## src/rtl/core/psb_pkg.sv

```systemverilog
// ----------------------------------------------------------------------------
// Priority slot buffer package
// Sizes, field widths, status codes and the structs shared by the buffer's
// sequencer and its scan unit.
// ----------------------------------------------------------------------------
`default_nettype none

package psb_pkg;

    localparam int SLOTS   = 16;
    localparam int SOURCES = 4;

    localparam int IDX_W  = $clog2(SLOTS);
    localparam int CNT_W  = $clog2(SLOTS + 1);
    localparam int SIDX_W = (SOURCES > 1) ? $clog2(SOURCES) : 1;

    localparam int VAL_W  = 32;
    localparam int PRIO_W = 8;
    localparam int SRC_W  = 2;
    localparam int LIFE_W = 4;
    localparam int TIME_W = 32;
    localparam int STAT_W = 2;
    localparam int OCC_W  = 5;

    localparam logic ACT_INSERT = 1'b0;
    localparam logic ACT_REMOVE = 1'b1;

    typedef enum logic [STAT_W-1:0] {
        STAT_OK    = 2'd0,
        STAT_FULL  = 2'd1,
        STAT_EMPTY = 2'd2
    } status_t;

    typedef struct packed {
        logic [VAL_W-1:0]  value;
        logic [PRIO_W-1:0] prio;
        logic [SRC_W-1:0]  source;
        logic [TIME_W-1:0] created;
        logic [LIFE_W-1:0] lifetime;
    } slot_rec_t;

    typedef struct packed {
        logic              start;
        logic              sample;
        logic              is_remove;
        logic              cand;
        logic [IDX_W-1:0]  idx;
        logic [PRIO_W-1:0] key;
    } scan_ctl_t;

    typedef struct packed {
        logic             found;
        logic [IDX_W-1:0] best_idx;
    } scan_res_t;

endpackage

`default_nettype wire

```

## src/rtl/core/priority_slot_buffer_with_expiry.sv

```systemverilog
// ----------------------------------------------------------------------------
// Priority slot buffer with expiry
// Slot store with lowest-free-slot insert and smallest-priority remove,
// expiry check against the insertion time and running value sums.
// ----------------------------------------------------------------------------
// A refused insert or remove skips the scan. The scan reads one slot per
// cycle from the single read port of the slot memory. One word is worked
// on at a time; the next word can be taken in the cycle after the result
// is loaded into the output.
// Reset clears valid bits, occupancy and sums at once; slot contents are not.
`default_nettype none

module priority_slot_buffer_with_expiry (
    input  wire                                 clk,
    input  wire                                 rst_n,
    input  wire                                 in_valid,
    output logic                                in_stall,
    input  wire                                 action,
    input  wire  signed [psb_pkg::VAL_W-1:0]    item_value,
    input  wire         [psb_pkg::PRIO_W-1:0]   item_priority,
    input  wire         [psb_pkg::SRC_W-1:0]    item_source,
    input  wire         [psb_pkg::LIFE_W-1:0]   item_lifetime,
    input  wire         [psb_pkg::TIME_W-1:0]   now_seconds,
    output logic                                out_valid,
    input  wire                                 out_stall,
    output logic        [psb_pkg::STAT_W-1:0]   status,
    output logic signed [psb_pkg::VAL_W-1:0]    out_value,
    output logic        [psb_pkg::PRIO_W-1:0]   out_priority,
    output logic        [psb_pkg::SRC_W-1:0]    out_source,
    output logic                                expired,
    output logic signed [psb_pkg::VAL_W-1:0]    total_sum,
    output logic signed [psb_pkg::VAL_W-1:0]    source_sum,
    output logic        [psb_pkg::OCC_W-1:0]    occupancy
);
    import psb_pkg::*;

    typedef enum logic [2:0] {
        S_IDLE,
        S_SCAN,
        S_WRITE,
        S_FETCH,
        S_LOAD,
        S_CHECK,
        S_ACCUM,
        S_DONE
    } state_t;

    typedef struct packed {
        status_t           status;
        logic [VAL_W-1:0]  value;
        logic [PRIO_W-1:0] prio;
        logic [SRC_W-1:0]  source;
        logic              expired;
        logic [VAL_W-1:0]  ssum;
    } result_t;

    state_t            state_reg;
    logic [IDX_W:0]    scan_cnt_reg;
    logic              smp_vld_reg;
    logic [IDX_W-1:0]  smp_idx_reg;
    logic [SLOTS-1:0]  active_reg;
    logic [CNT_W-1:0]  count_reg;
    logic [VAL_W-1:0]  total_reg;
    logic [VAL_W-1:0]  src_sum_reg [SOURCES];
    result_t           res_reg;
    logic              out_valid_reg;
    result_t           out_res_reg;
    logic [VAL_W-1:0]  out_total_reg;
    logic [OCC_W-1:0]  out_occ_reg;

    // Item registers, loaded on acceptance.
    logic              act_reg;
    slot_rec_t         item_reg;
    logic [TIME_W-1:0] now_reg;

    // Removed entry and its expiry.
    slot_rec_t         rec_reg;
    logic [TIME_W-1:0] elapsed_reg;
    logic              exp_reg;

    // Slot memory.
    slot_rec_t         mem [SLOTS];
    slot_rec_t         rdata_reg;
    logic [IDX_W-1:0]  rd_addr;
    logic              mem_we;

    scan_ctl_t         scan_ctl;
    scan_res_t         scan_res;

    logic              accept;
    logic              out_free;
    logic              issue;
    logic              scan_last;
    logic              src_ok;
    logic [SIDX_W-1:0] sidx;
    logic [VAL_W-1:0]  add_val;
    logic [VAL_W-1:0]  ssum_new;

    assign in_stall  = (state_reg != S_IDLE);
    assign accept    = in_valid && !in_stall;
    assign out_free  = !out_valid_reg || !out_stall;
    assign issue     = (state_reg == S_SCAN) && (scan_cnt_reg < (IDX_W + 1)'(SLOTS));
    assign scan_last = smp_vld_reg && (smp_idx_reg == IDX_W'(SLOTS - 1));
    assign mem_we    = (state_reg == S_WRITE);
    assign rd_addr   = (state_reg == S_FETCH) ? scan_res.best_idx : scan_cnt_reg[IDX_W-1:0];

    assign src_ok   = (int'(rec_reg.source) < SOURCES);
    assign sidx     = SIDX_W'(rec_reg.source);
    assign add_val  = exp_reg ? '0 : rec_reg.value;
    assign ssum_new = src_sum_reg[sidx] + add_val;

    assign scan_ctl.start     = accept;
    assign scan_ctl.sample    = smp_vld_reg;
    assign scan_ctl.is_remove = (act_reg == ACT_REMOVE);
    assign scan_ctl.cand      = (act_reg == ACT_REMOVE) ? active_reg[smp_idx_reg]
                                                        : !active_reg[smp_idx_reg];
    assign scan_ctl.idx       = smp_idx_reg;
    assign scan_ctl.key       = rdata_reg.prio;

    psb_scan_unit u_scan (
        .clk   (clk),
        .rst_n (rst_n),
        .ctl   (scan_ctl),
        .res   (scan_res)
    );

    always_ff @(posedge clk)
    begin
        if (mem_we)
        begin
            mem[scan_res.best_idx] <= item_reg;
        end
        rdata_reg <= mem[rd_addr];
    end

    // Item and removed-entry payload.
    always_ff @(posedge clk)
    begin
        if (accept)
        begin
            act_reg           <= action;
            item_reg.value    <= item_value;
            item_reg.prio     <= item_priority;
            item_reg.source   <= item_source;
            item_reg.created  <= now_seconds;
            item_reg.lifetime <= item_lifetime;
            now_reg           <= now_seconds;
        end
        if (state_reg == S_LOAD)
        begin
            rec_reg     <= rdata_reg;
            elapsed_reg <= now_reg - rdata_reg.created;
        end
        if (state_reg == S_CHECK)
        begin
            exp_reg <= (elapsed_reg > TIME_W'(rec_reg.lifetime));
        end
    end

    always_ff @(posedge clk or negedge rst_n)
    begin
        if (!rst_n)
        begin
            state_reg     <= S_IDLE;
            scan_cnt_reg  <= '0;
            smp_vld_reg   <= 1'b0;
            smp_idx_reg   <= '0;
            active_reg    <= '0;
            count_reg     <= '0;
            total_reg     <= '0;
            for (int s = 0; s < SOURCES; s++)
            begin
                src_sum_reg[s] <= '0;
            end
            res_reg       <= '0;
            out_valid_reg <= 1'b0;
            out_res_reg   <= '0;
            out_total_reg <= '0;
            out_occ_reg   <= '0;
        end
        else
        begin
            smp_vld_reg <= issue;
            smp_idx_reg <= scan_cnt_reg[IDX_W-1:0];
            if (issue)
            begin
                scan_cnt_reg <= scan_cnt_reg + 1'b1;
            end
            // In S_DONE the output register is reloaded instead.
            if (out_valid_reg && !out_stall && (state_reg != S_DONE))
            begin
                out_valid_reg <= 1'b0;
            end

            case (state_reg)
                S_IDLE:
                begin
                    if (accept)
                    begin
                        scan_cnt_reg <= '0;
                        if ((action == ACT_INSERT) && (count_reg == CNT_W'(SLOTS)))
                        begin
                            res_reg.status <= STAT_FULL;
                            state_reg      <= S_DONE;
                        end
                        else if ((action == ACT_REMOVE) && (count_reg == '0))
                        begin
                            res_reg.status <= STAT_EMPTY;
                            state_reg      <= S_DONE;
                        end
                        else
                        begin
                            res_reg.status <= STAT_OK;
                            state_reg      <= S_SCAN;
                        end
                    end
                end
                S_SCAN:
                begin
                    if (scan_last)
                    begin
                        state_reg <= (act_reg == ACT_REMOVE) ? S_FETCH : S_WRITE;
                    end
                end
                S_WRITE:
                begin
                    active_reg[scan_res.best_idx] <= 1'b1;
                    count_reg                     <= count_reg + 1'b1;
                    state_reg                     <= S_DONE;
                end
                S_FETCH:
                begin
                    state_reg <= S_LOAD;
                end
                S_LOAD:
                begin
                    state_reg <= S_CHECK;
                end
                S_CHECK:
                begin
                    state_reg <= S_ACCUM;
                end
                S_ACCUM:
                begin
                    active_reg[scan_res.best_idx] <= 1'b0;
                    count_reg                     <= count_reg - 1'b1;
                    total_reg                     <= total_reg + add_val;
                    res_reg.value                 <= rec_reg.value;
                    res_reg.prio                  <= rec_reg.prio;
                    res_reg.source                <= rec_reg.source;
                    res_reg.expired               <= exp_reg;
                    if (src_ok)
                    begin
                        src_sum_reg[sidx] <= ssum_new;
                        res_reg.ssum      <= ssum_new;
                    end
                    state_reg <= S_DONE;
                end
                S_DONE:
                begin
                    // Sums and occupancy are already updated for this word.
                    if (out_free)
                    begin
                        out_valid_reg <= 1'b1;
                        out_res_reg   <= res_reg;
                        out_total_reg <= total_reg;
                        out_occ_reg   <= OCC_W'(count_reg);
                        res_reg       <= '0;
                        state_reg     <= S_IDLE;
                    end
                end
                default:
                begin
                    state_reg <= S_IDLE;
                end
            endcase
        end
    end

    assign out_valid    = out_valid_reg;
    assign status       = out_res_reg.status;
    assign out_value    = out_res_reg.value;
    assign out_priority = out_res_reg.prio;
    assign out_source   = out_res_reg.source;
    assign expired      = out_res_reg.expired;
    assign total_sum    = out_total_reg;
    assign source_sum   = out_res_reg.ssum;
    assign occupancy    = out_occ_reg;

    a_out_hold: assert property (@(posedge clk) disable iff (!rst_n)
        (out_valid_reg && out_stall) |=> out_valid_reg && $stable(out_res_reg) &&
                                         $stable(out_total_reg) && $stable(out_occ_reg))
        else $error("stalled result word changed");

    a_count_match: assert property (@(posedge clk) disable iff (!rst_n)
        count_reg == CNT_W'($countones(active_reg)))
        else $error("occupancy count differs from the active slots");

    a_count_range: assert property (@(posedge clk) disable iff (!rst_n)
        count_reg <= CNT_W'(SLOTS))
        else $error("occupancy count above the slot count");

endmodule

`default_nettype wire

```

## src/rtl/core/psb_scan_unit.sv

```systemverilog
// ----------------------------------------------------------------------------
// Slot scan unit
// Shared compare unit that walks the slots one sample per cycle and keeps
// either the first free slot or the active slot with the smallest priority.
// ----------------------------------------------------------------------------
`default_nettype none

module psb_scan_unit (
    input  wire                 clk,
    input  wire                 rst_n,
    input  psb_pkg::scan_ctl_t  ctl,
    output psb_pkg::scan_res_t  res
);
    import psb_pkg::*;

    logic              found_reg;
    logic              found_next;
    logic [IDX_W-1:0]  best_idx_reg;
    logic [IDX_W-1:0]  best_idx_next;
    logic [PRIO_W-1:0] best_key_reg;
    logic [PRIO_W-1:0] best_key_next;
    logic              take;

    // A strictly smaller key wins, so ties keep the lower slot seen first.
    assign take = !ctl.start && ctl.sample && ctl.cand &&
                  (!found_reg || (ctl.is_remove && (ctl.key < best_key_reg)));

    always_comb
    begin
        found_next    = found_reg;
        best_idx_next = best_idx_reg;
        best_key_next = best_key_reg;
        if (ctl.start)
        begin
            found_next = 1'b0;
        end
        else if (take)
        begin
            found_next    = 1'b1;
            best_idx_next = ctl.idx;
            best_key_next = ctl.key;
        end
    end

    always_ff @(posedge clk or negedge rst_n)
    begin
        if (!rst_n)
        begin
            found_reg    <= 1'b0;
            best_idx_reg <= '0;
            best_key_reg <= '0;
        end
        else
        begin
            found_reg    <= found_next;
            best_idx_reg <= best_idx_next;
            best_key_reg <= best_key_next;
        end
    end

    assign res.found    = found_reg;
    assign res.best_idx = best_idx_reg;

    a_start_clears: assert property (@(posedge clk) disable iff (!rst_n)
        ctl.start |=> !found_reg)
        else $error("scan start did not clear the found flag");

    a_take_loads: assert property (@(posedge clk) disable iff (!rst_n)
        take |=> found_reg && (best_idx_reg == $past(ctl.idx)))
        else $error("accepted candidate not recorded");

    a_hold: assert property (@(posedge clk) disable iff (!rst_n)
        (!ctl.start && !take) |=> $stable(best_idx_reg) && $stable(found_reg))
        else $error("scan result changed without a candidate");

endmodule

`default_nettype wire
```

## config.mk

```make
export PLATFORM = sky130hd
export DESIGN_NAME = priority_slot_buffer_with_expiry
export DESIGN_NICKNAME = d
export VERILOG_FILES = /design/src/rtl/core/psb_pkg.sv /design/src/rtl/core/priority_slot_buffer_with_expiry.sv /design/src/rtl/core/psb_scan_unit.sv
export SDC_FILE = /design/constraint.sdc
export NUM_CORES = 2
export LEC_CHECK = 0
export BUFFER_PORTS_ARGS = -buffer_cell sky130_fd_sc_hd__clkbuf_2
export CAP_MARGIN = 10
export CORE_MARGIN = 10
export CORE_UTILIZATION = 40
export DETAILED_ROUTE_END_ITERATION = 7
export PLACE_DENSITY_LB_ADDON = 0.05
export SLEW_MARGIN = 20
export SYNTH_ARGS = -nofsm -noshare
export SYNTH_HDL_FRONTEND = slang
export SYNTH_HIERARCHICAL = 1
export SYNTH_SLANG_ARGS = --single-unit
```

## constraint.sdc

```tcl
create_clock -name clk -period 13.39 [get_ports clk]
set_input_delay 1.339 -clock clk [delete_from_list [all_inputs] [get_ports clk]]
set_output_delay 1.339 -clock clk [all_outputs]
set_load 0.02 [all_outputs]
```

==> reports/metrics.yaml <==
status:
  status: "finished, final reports clean"
clock_tree:
  post_cts_resized: 0
  cts_hold_buf: 0
  cts_inserted_buffers: 204
  path_clk_slew_ns: 0.05
  cts_tree: "yes"
  clockBufferDepth: 3
  clkSinkCount: 1883
  post_cts.repair.setup_buffers: 0
  clock_latency_ns: 0.83
  root_buffer: "clkbuf_16"
  ctsHtreeMaxLevel: 4
final_layout:
  drive_gt1_frac: 0.112
  area_delta_synth_final_pct: 13.3
  largest_register_ffs: 1248
  fin_nets: 6289
  post-route-util: 0.456
setup_path:
  path_class: "reg -> reg"
  cpMaxStageDelayCell: "mux2_8"
  crit_chain: "nand3b_1, mux2_8, buf_4, buf_4, buf_4, and2_1, a211oi_1, a311oi_1, a211oi_1, a21oi_1"
  arrival_ns: 6.24
  crit_path_max_fanout: 146
  worstPathRequired_ns: 14.13
  slowest_delay_ns: 0.98
  end_kind: "register"
  start_kind: "register"
  critPathMostFrequentCell: "buf_4"
placed_design:
  preCtsSetupSlack_ns: 7.79
  io_buffers: 198
  place.gp.congestion: 0.769
  dp_hpwl_um: 109000
pwr:
  ir_drop_mv: 0.180
  power_density_nw_per_um2: 205
  p_total_mw: 18.1
  leakagePower_nw: 32.4
sta:
  finalHoldViolCount: 0
  tightest_slew_ns: 1.11
  timing.fmax_mhz: 182
  fin_ws_ns: 7.88
  slew_violations: 0
  finalSetupTns_ns: 0
  clock_skew_ns: 0.0345
  rsz0062_at_grt: "no"
  min_period_ns: 5.51
  relSlewSlack: 0.261
  setup_viol: 0
  fin_crit_sh: 0.411
global_route:
  grt_pass1_vias: 47326
  antenna_found_initial: 12
  grt_pass1_wl_um: 306000
  grt_start_max_net_pins: 192
  grt_overflow: 0
  grt_usage: 0.187
floorplanning:
  initial_utilization: 0.403
  num_rows: 161
  fp.dieW_um: 460
  die_area_um2: 212000
  die_height_um: 460
  ios: 199
  coreArea_um2: 193000
routing:
  drt_iter0_drc: 3528
  post_drt_wl_per_cell_um: 22.8
  ant_nets: 0
  routed_wl_um: 201000
  vias_per_cell: 5.42
  num_vias: 47774
  drc: 0
  firstDrtPassIters: 7
run:
  cap_viol_max_count: 0
synthesis:
  synthesis.area_um2: 77500
  syn_avg_cell_area_um2: 12.9
  yosys_warnings: 6
  synthCells: 6026
  synthesis.nets: 6203
worst_hold_path:
  min_path_type: "reg -> reg"
==> layer usage <==
metal  global-route usage  up-vias  wire, µm  share of wire
li1                     -    22517         -              -
met1                0.268    24175     96100           0.48
met2                0.297      827     92800           0.46
met3               0.0275      255      7710          0.038
met4               0.0475        0      4640          0.023
met5                    0        -         0              0
==> critical path, delay by kind of cell (launching register included) <==
kind | cells | cell delay [ns]
buffers and inverters | 3 | 2.05
multiplexers | 1 | 0.98
AND/OR/NAND/NOR | 2 | 0.88
flip-flops | 1 | 0.69
AO/OA/AOI/OAI | 4 | 0.64
==> final timing paths <==
check	from	endpoint	slack (ns)	cells after the start
max in group asynchronous	rst_n	u_scan/best_key_reg[0]	10.56	3
max reg2reg	state_reg[2]	rdata_reg[29]	7.88	10
max	state_reg[2]	rdata_reg[29]	7.88	10
min reg2reg	rdata_reg[56]	rec_reg[56]	0.40	0
min	rdata_reg[56]	rec_reg[56]	0.40	0
min in group asynchronous	rst_n	total_sum[31]	0.55	1
==> area by class of cell <==
class,count,area (µm²)
clock inverter,78,820
tap,2526,3160
fill,17413,105000
timing repair buffer,280,1710
sequential,1883,53800
inverter,80,300
antenna,1,2.50
clock buffer,305,5960
multi-input combinational,3663,22200
==> where the power goes <==
group / internal (mW) / total, mW / switching, mW / leakage [nW]
registers: 6.92 / 7.34 / 0.421 / 18.7
clock network: 3.32 / 5.63 / 2.31 / 3.29
logic: 1.63 / 5.08 / 3.45 / 10.4
total: 11.9 / 18.1 / 6.18 / 32.4
==> cells in the final DEF (no fill, tap or decap), types with 52 or more instances in the layout <==
master        n
clkbuf_1     64
and2_1      310
a21oi_1     242
inv_1        79
ha_1         92
a21o_1       57
nand3_1     111
edfxtp_1   1406
dfrtp_1     399
a311oi_1    158
nor2b_1      52
nor2_1       67
xnor2_1      59
clkbuf_16   213
a31oi_1     178
o21ai_0     199
buf_4        75
clkbuf_2    197
nand2_1    1269
dfxtp_1      78
a211oi_1    399
==> per-stage QoR <==
stage	std cells	area, µm²	hold slack, ns
2_1_floorplan	6026	77500	0.386
3_3_place_gp	8431	81100	0.388
3_5_place_dp	8431	81100	0.389
4_1_cts	8814	87900	0.403
5_1_grt	8816	87900	0.406
6_report	8816	87900	0.402
No activity file was read; power rests on OpenSTA's default activity.
